File: src/assert_macros.svh
// Assertion macros shared by the RTL of the deviation bar builder.
// Both macros expect clk and rst_n in scope of the asserting module.
`ifndef ASSERT_MACROS_SVH
`define ASSERT_MACROS_SVH

// Property holds at every clock edge outside reset.
`define ASSERT_ALWAYS(lbl, prop, msg) \
  lbl: assert property (@(posedge clk) disable iff (!rst_n) (prop)) else $error(msg);

// Consequent holds in the cycle after the antecedent.
`define ASSERT_NEXT(lbl, ante, cons, msg) \
  lbl: assert property (@(posedge clk) disable iff (!rst_n) (ante) |=> (cons)) else $error(msg);

`endif

File: src/mdwc_pkg.sv
// Shared types, constants and coefficient table for the deviation bar builder.
// No dependencies; used by mdwc_isqrt and metric_deviation_window_candle.
package mdwc_pkg;

  localparam int unsigned NUM_METRICS = 5;
  localparam int unsigned MIDX_W      = 3;
  localparam int unsigned AVG_W       = 25;
  localparam int unsigned COEF_W      = 27;
  localparam int unsigned MUL_A_W     = 33;
  localparam int unsigned MUL_B_W     = 27;
  localparam int unsigned PROD_W      = MUL_A_W + MUL_B_W;
  localparam int unsigned ACC_W       = 46;
  localparam int unsigned SQ_W        = 48;

  typedef logic [MIDX_W-1:0]        midx_t;
  typedef logic signed [AVG_W-1:0]  avg_t;
  typedef logic [COEF_W-1:0]        coef_t;

  localparam midx_t M_MOM   = 3'd0;
  localparam midx_t M_PEAK  = 3'd1;
  localparam midx_t M_WIDTH = 3'd2;
  localparam midx_t M_TILT  = 3'd3;
  localparam midx_t M_TRANS = 3'd4;

  // Weight / (scale^2 * 2.56) in Q32, rounded to nearest.
  localparam logic [63:0] K_MOM_Q32   = ((64'd28 << 32) + 64'd4608) / 64'd9216;
  localparam logic [63:0] K_PEAK_Q32  = ((64'd22 << 32) + 64'd1152) / 64'd2304;
  localparam logic [63:0] K_TILT_Q32  = ((64'd16 << 32) + 64'd4608) / 64'd9216;
  localparam logic [63:0] K_WIDTH_Q32 = ((64'd180000 << 22) + 64'd61952) / 64'd123904;
  localparam logic [63:0] K_TRANS_Q32 = ((64'd160000 << 18) + 64'd18432) / 64'd36864;

  typedef enum logic {
    REG_WINDOW = 1'b0,
    REG_ALPHA  = 1'b1
  } cfg_reg_t;

  typedef enum logic [6:0] {
    S_IDLE = 7'b0000001,
    S_SQR  = 7'b0000010,
    S_MHI  = 7'b0000100,
    S_MLO  = 7'b0001000,
    S_ROOT = 7'b0010000,
    S_BAR  = 7'b0100000,
    S_EMA  = 7'b1000000
  } state_t;

  typedef struct packed {
    logic        start;
    logic [31:0] radicand;
  } sqrt_req_t;

  typedef struct packed {
    logic        done;
    logic [15:0] root;
  } sqrt_rsp_t;

  function automatic coef_t k_coef(input midx_t idx);
    coef_t k;
    unique case (idx)
      M_MOM:   k = K_MOM_Q32[COEF_W-1:0];
      M_PEAK:  k = K_PEAK_Q32[COEF_W-1:0];
      M_WIDTH: k = K_WIDTH_Q32[COEF_W-1:0];
      M_TILT:  k = K_TILT_Q32[COEF_W-1:0];
      M_TRANS: k = K_TRANS_Q32[COEF_W-1:0];
      default: k = '0;
    endcase
    return k;
  endfunction

endpackage

File: src/mdwc_isqrt.sv
// Iterative 32-bit integer square root, two radicand bits per cycle.
// Depends on mdwc_pkg for the request and response structs.
module mdwc_isqrt (
  input  logic                  clk,
  input  logic                  rst_n,
  input  mdwc_pkg::sqrt_req_t   req,
  output mdwc_pkg::sqrt_rsp_t   rsp
);
  import mdwc_pkg::*;

  logic        busy_r;
  logic        done_r;
  logic [3:0]  cnt_r;
  logic [31:0] rem_r;
  logic [31:0] root_r;
  logic [31:0] bitv;
  logic [31:0] trial;
  logic        fits;

  assign bitv  = 32'(1) << {~cnt_r, 1'b0};
  assign trial = root_r + bitv;
  assign fits  = rem_r >= trial;

  always_ff @(posedge clk) begin
    if (!rst_n) begin
      busy_r <= 1'b0;
      done_r <= 1'b0;
      cnt_r  <= '0;
    end else begin
      done_r <= 1'b0;
      if (req.start) begin
        busy_r <= 1'b1;
        cnt_r  <= '0;
      end else if (busy_r) begin
        cnt_r <= cnt_r + 4'd1;
        if (cnt_r == 4'hF) begin
          busy_r <= 1'b0;
          done_r <= 1'b1;
        end
      end
    end
  end

  always_ff @(posedge clk) begin
    if (req.start) begin
      rem_r  <= req.radicand;
      root_r <= '0;
    end else if (busy_r) begin
      if (fits) begin
        rem_r  <= rem_r - trial;
        root_r <= (root_r >> 1) + bitv;
      end else begin
        root_r <= root_r >> 1;
      end
    end
  end

  assign rsp.done = done_r;
  assign rsp.root = root_r[15:0];

endmodule

File: src/metric_deviation_window_candle.sv
// Top level of the deviation bar builder: sequencer, shared multiplier, bar state.
// Depends on mdwc_pkg, mdwc_isqrt and assert_macros.svh.
//
// Usage:
//   Input requests (in_valid/in_ready) carry one metric frame each. The block
//   takes one request at a time; in_ready is high only while it is idle.
//   A frame passes through these steps in order: products on the
//   shared 33x27 multiplier for the five weighted squares, the
//   16-step square root unit, a bar update step and a multiplier step
//   for each of the five running averages. The next request is taken only
//   once the block is back in idle after the last average update.
//   A frame that closes its bar produces one result request on out_valid /
//   out_ready, registered in the bar update step. The result sits in an
//   output register; the block keeps working on further frames while it
//   waits. If a frame closes a bar while the previous result is still
//   not taken, the bar update step holds until out_ready.
//   cfg_we writes window_ms (index 0) or average_alpha (index 1).
//   Reset (rst_n low, synchronous) restores the default registers, drops
//   any pending result, clears the averages' seed flag and the open bar.
`include "assert_macros.svh"

module metric_deviation_window_candle (
  input  logic                     clk,
  input  logic                     rst_n,
  input  logic                     cfg_we,
  input  mdwc_pkg::cfg_reg_t       cfg_index,
  input  logic [15:0]              cfg_wdata,
  input  logic                     in_valid,
  output logic                     in_ready,
  input  logic [31:0]              in_time_ms,
  input  logic signed [15:0]       in_momentary_lufs,
  input  logic signed [15:0]       in_true_peak_db,
  input  logic signed [15:0]       in_stereo_width,
  input  logic signed [15:0]       in_spectral_tilt,
  input  logic [15:0]              in_transient_density,
  output logic                     out_valid,
  input  logic                     out_ready,
  output logic [15:0]              out_bar_open,
  output logic [15:0]              out_bar_close,
  output logic [15:0]              out_bar_high,
  output logic [15:0]              out_bar_low,
  output logic [31:0]              out_bar_start_ms,
  output logic [31:0]              out_bar_end_ms,
  output logic signed [15:0]       out_snap_momentary,
  output logic signed [15:0]       out_snap_true_peak,
  output logic signed [15:0]       out_snap_width,
  output logic signed [15:0]       out_snap_tilt,
  output logic [15:0]              out_snap_transient
);
  import mdwc_pkg::*;

  state_t              state_r, state_nxt;
  midx_t               idx_r;
  logic                avg_valid_r;
  logic                bar_active_r;
  logic                out_valid_r;
  logic                root_start_r;
  logic [15:0]         window_r;
  logic [15:0]         alpha_r;

  logic [31:0]         t_r;
  logic [15:0]         mom_r, peak_r, width_r, tilt_r, trans_r;
  avg_t                avg_r [NUM_METRICS];
  logic [SQ_W-1:0]     sq_r;
  logic [ACC_W-1:0]    acc_r;
  logic [31:0]         bar_start_r;
  logic [15:0]         cur_open_r, cur_close_r, cur_high_r, cur_low_r;

  logic [15:0]         o_open_r, o_close_r, o_high_r, o_low_r;
  logic [31:0]         o_start_r, o_end_r;
  logic [15:0]         o_mom_r, o_peak_r, o_width_r, o_tilt_r, o_trans_r;

  avg_t                x_sel, avg_sel, diff, avg_new;
  logic [23:0]         mag;
  coef_t               k_cur;
  logic signed [MUL_A_W-1:0] mul_a;
  logic signed [MUL_B_W-1:0] mul_b;
  logic signed [PROD_W-1:0]  prod;
  logic signed [43:0]  step;

  sqrt_req_t           sq_req;
  sqrt_rsp_t           sq_rsp;
  logic                sat;
  logic [15:0]         score;
  logic [31:0]         start_eff, elapsed;
  logic [15:0]         open_eff, high_eff, low_eff;
  logic                emit, bar_hold, accept;

  assign accept   = in_valid && in_ready;
  assign in_ready = (state_r == S_IDLE);

  always_comb begin
    unique case (idx_r)
      M_MOM:   x_sel = avg_t'({mom_r[15], mom_r, 8'h00});
      M_PEAK:  x_sel = avg_t'({peak_r[15], peak_r, 8'h00});
      M_WIDTH: x_sel = avg_t'({width_r[15], width_r, 8'h00});
      M_TILT:  x_sel = avg_t'({tilt_r[15], tilt_r, 8'h00});
      M_TRANS: x_sel = avg_t'({1'b0, trans_r, 8'h00});
      default: x_sel = '0;
    endcase
  end

  assign avg_sel = avg_r[idx_r];
  assign diff    = avg_t'(x_sel - avg_sel);
  assign mag     = diff[AVG_W-1] ? 24'(-diff) : 24'(diff);
  assign k_cur   = k_coef(idx_r);

  always_comb begin
    unique case (state_r)
      S_SQR: begin
        mul_a = {9'b0, mag};
        mul_b = {3'b0, mag};
      end
      S_MHI: begin
        mul_a = {17'b0, sq_r[47:32]};
        mul_b = k_cur;
      end
      S_MLO: begin
        mul_a = {1'b0, sq_r[31:0]};
        mul_b = k_cur;
      end
      S_EMA: begin
        mul_a = {{8{diff[AVG_W-1]}}, diff};
        mul_b = {11'b0, alpha_r};
      end
      default: begin
        mul_a = '0;
        mul_b = '0;
      end
    endcase
  end

  assign prod    = mul_a * mul_b;
  assign step    = prod[PROD_W-1:16];
  assign avg_new = avg_t'(avg_sel + step[AVG_W-1:0]);

  assign sq_req.start    = root_start_r;
  assign sq_req.radicand = acc_r[31:0];

  mdwc_isqrt u_isqrt (
    .clk   (clk),
    .rst_n (rst_n),
    .req   (sq_req),
    .rsp   (sq_rsp)
  );

  assign sat       = |acc_r[ACC_W-1:32];
  assign score     = sat ? 16'hFFFF : sq_rsp.root;
  assign start_eff = bar_active_r ? bar_start_r : t_r;
  assign elapsed   = t_r - start_eff;
  assign emit      = elapsed >= {16'b0, window_r};
  assign bar_hold  = emit && out_valid_r && !out_ready;
  assign open_eff  = bar_active_r ? cur_open_r : score;
  assign high_eff  = (bar_active_r && cur_high_r >= score) ? cur_high_r : score;
  assign low_eff   = (bar_active_r && cur_low_r <= score) ? cur_low_r : score;

  always_comb begin
    state_nxt = state_r;
    unique case (state_r)
      S_IDLE: if (accept) state_nxt = S_SQR;
      S_SQR:  state_nxt = S_MHI;
      S_MHI:  state_nxt = S_MLO;
      S_MLO:  state_nxt = (idx_r == M_TRANS) ? S_ROOT : S_SQR;
      S_ROOT: if (sq_rsp.done) state_nxt = S_BAR;
      S_BAR:  if (!bar_hold) state_nxt = S_EMA;
      S_EMA:  if (idx_r == M_TRANS) state_nxt = S_IDLE;
      default: state_nxt = S_IDLE;
    endcase
  end

  always_ff @(posedge clk) begin
    if (!rst_n) begin
      state_r      <= S_IDLE;
      idx_r        <= M_MOM;
      avg_valid_r  <= 1'b0;
      bar_active_r <= 1'b0;
      out_valid_r  <= 1'b0;
      root_start_r <= 1'b0;
      window_r     <= 16'd6000;
      alpha_r      <= 16'd3932;
    end else begin
      state_r      <= state_nxt;
      root_start_r <= (state_r == S_MLO) && (idx_r == M_TRANS);
      if (cfg_we) begin
        unique case (cfg_index)
          REG_WINDOW: window_r <= cfg_wdata;
          REG_ALPHA:  alpha_r  <= cfg_wdata;
        endcase
      end
      if (accept) begin
        avg_valid_r <= 1'b1;
        idx_r       <= M_MOM;
      end
      if ((state_r == S_MLO || state_r == S_EMA) && idx_r != M_TRANS) begin
        idx_r <= idx_r + 3'd1;
      end
      if (state_r == S_MLO && idx_r == M_TRANS) begin
        idx_r <= M_MOM;
      end
      if (state_r == S_BAR && !bar_hold) begin
        bar_active_r <= !emit;
      end
      if (state_r == S_BAR && !bar_hold && emit) begin
        out_valid_r <= 1'b1;
      end else if (out_ready) begin
        out_valid_r <= 1'b0;
      end
    end
  end

  always_ff @(posedge clk) begin
    if (accept) begin
      t_r     <= in_time_ms;
      mom_r   <= in_momentary_lufs;
      peak_r  <= in_true_peak_db;
      width_r <= in_stereo_width;
      tilt_r  <= in_spectral_tilt;
      trans_r <= in_transient_density;
      acc_r   <= '0;
      if (!avg_valid_r) begin
        avg_r[M_MOM]   <= avg_t'({in_momentary_lufs[15], in_momentary_lufs, 8'h00});
        avg_r[M_PEAK]  <= avg_t'({in_true_peak_db[15], in_true_peak_db, 8'h00});
        avg_r[M_WIDTH] <= avg_t'({in_stereo_width[15], in_stereo_width, 8'h00});
        avg_r[M_TILT]  <= avg_t'({in_spectral_tilt[15], in_spectral_tilt, 8'h00});
        avg_r[M_TRANS] <= avg_t'({1'b0, in_transient_density, 8'h00});
      end
    end
    if (state_r == S_SQR) begin
      sq_r <= prod[SQ_W-1:0];
    end
    if (state_r == S_MHI) begin
      acc_r <= acc_r + prod[ACC_W-1:0];
    end
    if (state_r == S_MLO) begin
      acc_r <= acc_r + ACC_W'(prod[57:32]);
    end
    if (state_r == S_EMA) begin
      avg_r[idx_r] <= avg_new;
    end
    if (state_r == S_BAR && !bar_hold) begin
      bar_start_r <= start_eff;
      cur_open_r  <= open_eff;
      cur_close_r <= score;
      cur_high_r  <= high_eff;
      cur_low_r   <= low_eff;
      if (emit) begin
        o_open_r  <= open_eff;
        o_close_r <= score;
        o_high_r  <= high_eff;
        o_low_r   <= low_eff;
        o_start_r <= start_eff;
        o_end_r   <= t_r;
        o_mom_r   <= mom_r;
        o_peak_r  <= peak_r;
        o_width_r <= width_r;
        o_tilt_r  <= tilt_r;
        o_trans_r <= trans_r;
      end
    end
  end

  assign out_valid          = out_valid_r;
  assign out_bar_open       = o_open_r;
  assign out_bar_close      = o_close_r;
  assign out_bar_high       = o_high_r;
  assign out_bar_low        = o_low_r;
  assign out_bar_start_ms   = o_start_r;
  assign out_bar_end_ms     = o_end_r;
  assign out_snap_momentary = o_mom_r;
  assign out_snap_true_peak = o_peak_r;
  assign out_snap_width     = o_width_r;
  assign out_snap_tilt      = o_tilt_r;
  assign out_snap_transient = o_trans_r;

  `ASSERT_NEXT(a_busy_after_accept, in_valid && in_ready, !in_ready, "ready high after accept")
  `ASSERT_NEXT(a_seeded_after_accept, in_valid && in_ready, avg_valid_r, "averages not seeded")
  `ASSERT_ALWAYS(a_high_over_low, !out_valid || out_bar_high >= out_bar_low, "bar high below low")
  `ASSERT_ALWAYS(a_high_over_ends, !out_valid || (out_bar_high >= out_bar_open && out_bar_high >= out_bar_close), "bar high below open or close")

endmodule
File: config.mk
export PLATFORM = sky130hd
export DESIGN_NAME = metric_deviation_window_candle
export DESIGN_NICKNAME = d
export VERILOG_FILES = /design/src/mdwc_pkg.sv /design/src/mdwc_isqrt.sv /design/src/metric_deviation_window_candle.sv
export VERILOG_INCLUDE_DIRS = /design/src /design/src/src
export SDC_FILE = /design/constraint.sdc
export NUM_CORES = 2
export LEC_CHECK = 0
export BUFFER_PORTS_ARGS = -buffer_cell sky130_fd_sc_hd__buf_2
export CAP_MARGIN = 20
export CORE_MARGIN = 2
export CORE_UTILIZATION = 55
export DETAILED_ROUTE_END_ITERATION = 16
export MAX_ROUTING_LAYER = met4
export PLACE_DENSITY = 0.73
export SLEW_MARGIN = 20
export SYNTH_ARGS = -nofsm -noshare
export SYNTH_HDL_FRONTEND = slang
export SYNTH_HIERARCHICAL = 1
export SYNTH_SLANG_ARGS = --single-unit
File: constraint.sdc
create_clock -name clk -period 20.7 [get_ports clk]
set_clock_uncertainty 0.2 [all_clocks]
set_input_delay 0 -clock clk [delete_from_list [all_inputs] [get_ports clk]]
set_output_delay 0 -clock clk [all_outputs]
set_load 0.005 [all_outputs]
# Word-level counts from Yosys, hierarchy flattened
# Memory sizes are Yosys's and may differ from the RTL's. A register that Yosys moved wholly into a read port is not among the register bits.
# Cells that the tools add are included.
[totals] reg_bits=610 mem_bits_rw=125 in_bits=134 output_inout_bits=210 wordCells=146 memories=1
[mem_list] name="avg_r" words=5 width=25 read_ports=1 rd_ports_with_merged_regs=1 wr=5 line="metric_deviation_window_candle.sv:63" source="avg_t avg_r [NUM_METRICS];"
[op_classes] add_sub_neg=11 n_mul=1 magnitude_cmp=4 eq_ne=17 shift=1 n_mux=41 bitwise_logic=4 n_reduce_logical=30
[op_table] cell="32-bit two-way mux" n=5
[op_table] cell="46-bit two-way mux" n=3
[op_table] cell="33-bit one-hot mux with 4 select lines" n=1
[op_table] cell="26-bit one-hot mux with 5 select lines" n=1
[op_table] cell="25-bit one-hot mux with 5 select lines" n=1
[op_table] cell="26-bit one-hot mux with 3 select lines" n=1
[op_table] cell="16-bit two-way mux" n=4
[op_table] cell="32-bit subtractor" n=2
[op_table] cell="33-bit by 27-bit multiplier with 58-bit output" n=1
[op_table] cell="7-bit one-hot mux with 7 select lines" n=1
[op_table] cell="46-bit by 26-bit adder with 46-bit output" n=1
[op_table] cell="46-bit adder" n=1
[op_table] cell="31-bit by 32-bit adder with 32-bit output" n=1
[op_table] cell="32-bit adder" n=1
[op_table] cell="32-bit by 16-bit >= comparator with 1-bit output" n=1
[op_table] cell="32-bit >= comparator" n=1
[op_table] cell="1-bit by 5-bit << shifter with 32-bit output (first input constant)" n=1
[op_table] cell="7-bit two-way mux" n=4
[op_table] cell="25-bit adder" n=1
[op_table] cell="25-bit two-way mux" n=1
[op_table] cell="25-bit OR reduction" n=1
[op_table] cell="25-bit subtractor" n=1
[op_table] cell="24-bit two-way mux" n=1
[op_table] cell="24-bit negator" n=1
[op_table] cell="other kinds (34)" n=72

# Longest topological paths before layout
[depth] depth_word=10 ltp_mapped=68 mapped_depth_nobuf=61

# Modules after synthesis
# The synthesis kept the hierarchy.
[modules_own_cells] module="metric_deviation_window_candle" n_inst=1 cells_per_inst=6174 area_each_um2=65925.7 seq_area_each_um2=21820.9
[modules_own_cells] module="mdwc_isqrt" n_inst=1 cells_per_inst=886 area_each_um2=7128.1 seq_area_each_um2=1721.7

# Worst setup path after synthesis
# OpenSTA, ideal clock, no wires.
[synth_timing] path_kind="register to register" start="register (tool-made name)" end="register acc_r[45], data pin" setup_time_ns=0.260 t_arrival_ns=14.784 required_ns=20.240 path_slack_ns=5.456 stages_incl_launch_ff=63 n_path_buf=7 period_less_slack_ns=15.244 cell_sequence="dfxtp_1 -> buf_6 -> buf_6 -> buf_4 -> buf_2 -> buf_1 -> mux4_2 -> mux2_2 -> inv_1 -> ha_1 -> a21o_1 -> a21o_1 -> a21oi_1 -> o221a_2 -> o211a_1 -> o31ai_2 -> a2111oi_1 -> nor3_4 -> (+27 left out) -> o311ai_0 -> nand2_1 -> a21o_1 -> a21oi_1 -> xnor2_1 -> ha_1 -> a21o_1 -> a21oi_1 -> o21bai_1 -> nor4b_1 -> a211oi_1 -> a221o_1 -> a41o_1 -> a21oi_1 -> nor2_1 -> nand4_1 -> o22ai_1 -> mux2_2"
[synth_lines] item="end signal: assignment" line="metric_deviation_window_candle.sv:232" source="acc_r <= acc_r + prod[ACC_W-1:0];"
[synth_lines] item="end signal: assignment" line="metric_deviation_window_candle.sv:235" source="acc_r <= acc_r + ACC_W'(prod[57:32]);"
[synth_lines] item="end: declaration" line="metric_deviation_window_candle.sv:65" source="logic [ACC_W-1:0] acc_r;"

# Final worst setup path
[layout_timing] start="register idx_r[2]" end="register acc_r[45], data pin"
[layout_between] elab_chain_len=10 elab_cells_between_ends=17 classes_between="4 x add/sub; 1 x mul; 4 x eq/ne; 7 x mux; 1 x reduce/logical"
[layout_rtl] item="start: declaration" line="metric_deviation_window_candle.sv:53" source="midx_t idx_r;"
[layout_rtl] item="start signal: assignment" line="metric_deviation_window_candle.sv:195" source="idx_r <= idx_r + 3'd1;"
[layout_rtl] item="3-bit == test (tied with other cells)" line="mdwc_pkg.sv:59, metric_deviation_window_candle.sv:93"
[layout_rtl] item="25-bit one-hot mux with 5 select lines" line="metric_deviation_window_candle.sv:93" source="unique case (idx_r)"
[layout_rtl] item="25-bit subtractor" line="metric_deviation_window_candle.sv:104" source="assign diff = avg_t'(x_sel - avg_sel);"
[layout_rtl] item="24-bit negator" line="metric_deviation_window_candle.sv:105" source="assign mag = diff[AVG_W-1] ? 24'(-diff) : 24'(diff);"
[layout_rtl] item="24-bit two-way mux" line="metric_deviation_window_candle.sv:105"
[layout_rtl] item="33-bit one-hot mux with 4 select lines or 26-bit one-hot mux with 3 select lines (tied branches)" line="metric_deviation_window_candle.sv:109" source="unique case (state_r)"
[layout_rtl] item="33-bit by 27-bit multiplier with 58-bit output *" line="metric_deviation_window_candle.sv:133" source="assign prod = mul_a * mul_b;"
[layout_rtl] item="via prod[44]" line="metric_deviation_window_candle.sv:78" source="logic signed [PROD_W-1:0] prod;"
[layout_rtl] item="46-bit adder" line="metric_deviation_window_candle.sv:232"
[layout_rtl] item="46-bit two-way mux" line="metric_deviation_window_candle.sv:231" source="if (state_r == S_MHI) begin"
[layout_rtl] item="46-bit two-way mux *" line="metric_deviation_window_candle.sv:234" source="if (state_r == S_MLO) begin"
# The timed path passes the listed nets; every way through them passes the cells marked *.
# A chain may end at the register's enable or synchronous reset.

==> results by group <==
Status
  • Status: complete, no violations

Pwr
  • Pleak: approximately 0.036 uW
  • Max VDD drop: ~0.085 mV
  • P per Cell Area: 79.4 nW/um^2

Synthesis
  • Synthesized area: 73100 um^2
  • Predominant post-synthesis flop cell: edfxtp_1
  • Yosys cell types: 113
  • Register area share after synthesis: 0.322
  • Async SR Flop Fraction: 0
  • Post-Syn Instances: 7060
  • Syn Area/Cell: 10.3 um^2
  • Syn. warnings: 6
  • EDFF count, synth: about 730
  • Flops & latches, synth: just over 800

Place
  • Placer Congestion: 1.05
  • Post-DP HPWL: approximately 170000 um
  • Placed cell area: between 70000 and 80000 um^2
  • Port bufs: 343

Floorplan
  • FP Rows: 133
  • Die ar.: 136000 um^2
  • Core box area: 132000 um^2
  • Number of top-level pins: 344
  • Die X: 368 um
  • Die Y: 368 um
  • Initial Util: 0.555

Global route
  • First-pass GRT wire length: about 350000 um
  • Pin count of the biggest net entering global routing: 139
  • Antenna violations before repair: 6
  • Gr ovfl total: 0
  • Total track usage: 0.349
  • Vias in the first global route: 58300

Setup path
  • Critical path arrival: 18.43 ns
  • Setup crit start: idx_r[2]$_SDFFE_PP0N_
  • Crit-path slowest cell: a221o_1
  • CP peak stage delay: 1.03 ns
  • Reg2reg start: idx_r[2]$_SDFFE_PP0N_
  • Worst Path Max Fanout: 26
  • Crit Path Class: flip-flop to flip-flop
  • Required time of the critical path: between 20 and 25 ns
  • Crit path launch type: flip-flop
  • Crit. End Element: flip-flop
  • Critical path's most frequent cell: fa_1

Drt
  • Vias per inst: 6.03
  • Initial DRC count: 6093
  • DR DRC count: 0
  • Drt total wl: 228000 um
  • DRT antenna net count: 0
  • Via count: around 57000
  • Drt pass-1 iters: 6
  • Avg WL per Cell: roughly 24 um

Timing
  • Relative slew slack: 0.122
  • Unrepaired setup endpoints after global routing: false
  • Tmin final: between 15 and 20 ns
  • Max-slew violations: 0
  • Fmax: between 50 and 60 MHz
  • Final Hold Fails: 0
  • Final period util: 0.877
  • Endpoints failing setup: 0
  • Worst slew pin tran: 1.31 ns
  • TNS Setup: 0 ns

Finish
  • Area growth from synthesis to layout: 12.9%
  • Layout cells sized above 1: 0.118
  • Nets: 8987
  • Design Area, Final: ~82000 um^2
  • Fillers: 10400

CTS
  • CTS sink count: 813
  • Clock slew seen by the registers of the worst setup and hold paths: approximately 0.060 ns
  • Root buf cell: clkbuf_16
  • Setup bufs post-CTS: 0
  • Clock buffer depth: 3
  • CTS tree: yes
  • Num CTS Buffers: 84
  • H-tree Lvls: 3
  • Clock latency at the later pin of the worst-skew pair: between 0.7 and 0.8 ns

Min path
  • HP Start: in_transient_density[14]
  • Worst Hold Class: input pin to flip-flop

Run
  • Max-cap check violation count: 0
[per-layer routing]
metal  routed length (um)  GRT usage  vias to the layer above
met5                    0          -                        -
met4                13100      0.166                        0
met3                24400     0.0804                      759
met2               106000      0.545                     3280
met1                85300      0.432                    28200
li1                     -          -                    24600
[area by class of cell]
cell class,count,area (um^2),share of cell area
timing repair buffer,744,5480,0.0664
clock buffer,102,2240,0.0272
sequential,813,23600,0.286
antenna,6,15.0,0.000182
clock inverter,54,627,0.00760
multi-input combinational,4833,44200,0.535
tap,1755,2200,0.0266
inverter,1120,4210,0.0510
[worst max-delay path: cells and delay by family (launching register included)]
family / cells / cell delay (ns)
DFF: 1 / 0.73
muxes: 1 / 0.26
AOI/OAI and AO/OA: 22 / 6.22
adders and majority gates: 11 / 5.52
buffers and inverters: 8 / 1.10
xor gates and xnor gates: 2 / 0.60
and+or+nand+nor: 13 / 3.23
[Yosys cell counts (all sizes together) (56+ instances only)]
library cell | n | area share
buf | 135 | 0.010
fa | 835 | 0.23
dfxtp | 87 | 0.024
nand3 | 82 | 0.0057
o21ai | 191 | 0.013
nor2 | 489 | 0.025
xor2 | 123 | 0.015
ha | 422 | 0.072
clkbuf | 172 | 0.0088
a31oi | 56 | 0.0051
inv | 1119 | 0.057
xnor2 | 186 | 0.023
a21o | 131 | 0.013
a21oi | 257 | 0.018
nor3 | 66 | 0.0047
and2 | 103 | 0.0088
mux2 | 143 | 0.022
nand2 | 888 | 0.046
edfxtp | 726 | 0.30
[power breakdown]
part	leakage (uW)	internal [uW]	switching (uW)
combinational	0.0272	912	1760
clock	0.00138	897	704
sequential	0.00714	2110	170
[sequential cells by signal, indices dropped and copies added (netlist names), 32 cells and up, named ones only]
name,flops
u_isqrt/rem_r,32
acc_r,46
out_bar_start_ms,32
sq_r,48
t_r,32
avg_r,200
u_isqrt/root_r,32
out_bar_end_ms,32
bar_start_r,32
[path summary, 6_finish.rpt]
| path | endpoint | slack [ns] | depth (start not counted) |
|---|---|---|---|
| setup / recovery | acc_r[45]$_DFFE_PP_ | 2.55 | 57 |
| hold reg to reg | out_snap_true_peak[15]$_DFFE_PP_ | 0.25 | 0 |
| setup reg to reg | acc_r[45]$_DFFE_PP_ | 2.55 | 57 |
| hold / removal | avg_r[4][22]$_DFFE_PP_ | 0.05 | 3 |
[cell families (layout without fill, tap and decap cells)]
group | count (synthesis) | count (layout) | synth area share
adder cells (fa/ha/maj) | 1259 | 1259 | 0.301
buffers and inverters | 1427 | 2020 | 0.0768
AND/OR/NAND/NOR | 1881 | 1881 | 0.113
XOR/XNOR | 309 | 309 | 0.0373
flip-flops | 813 | 813 | 0.322
multiplexers | 237 | 237 | 0.0425
AO/OA/AOI/OAI | 1132 | 1132 | 0.106
other | 2 | 21 | 0.000103
[metrics by stage]
step	hold slack (ns)	setup WS (ns)	utilization	std cells	total power, uW
after global routing	0.0642	1.77	0.627	9424	6830
final	0.0460	2.55	0.627	9427	6550
after CTS	0.00377	2.68	0.626	9419	6470
after floorplan	-0.101	5.46	-	7073	3990
after global placement	-0.0197	2.88	0.582	8979	4800
after detailed placement	-0.0219	2.74	0.583	8980	4850
[placed cells by master (no fill, tap or decap), types with 23 or more instances in the layout]
master / n
ha_1: 422
and2_1: 102
a21oi_1: 254
nand2_1: 884
a211o_1: 23
dlygate4sd3_1: 283
edfxtp_1: 726
o31ai_1: 31
nand3_1: 81
a31oi_1: 54
clkbuf_16: 87
mux2_2: 142
o21bai_1: 41
inv_1: 1116
fa_1: 834
or2_2: 26
o22ai_1: 44
a22oi_1: 32
dfxtp_1: 82
buf_4: 114
nor2_1: 485
a211oi_1: 38
buf_2: 343
o21a_1: 39
a21boi_0: 28
o21ai_0: 171
xor2_1: 123
a21o_1: 131
mux2i_1: 50
nor2b_1: 42
xnor2_1: 179
nand2b_1: 42
and3_1: 29
nor3_1: 63
nand4_1: 29
mux4_2: 43
[timing repair]
item	in CTS	in global routing
hold buffers	283	0
gates resized for setup	0	0
hold endpoints to repair	251	0
Power figures use the tool's default switching activity.
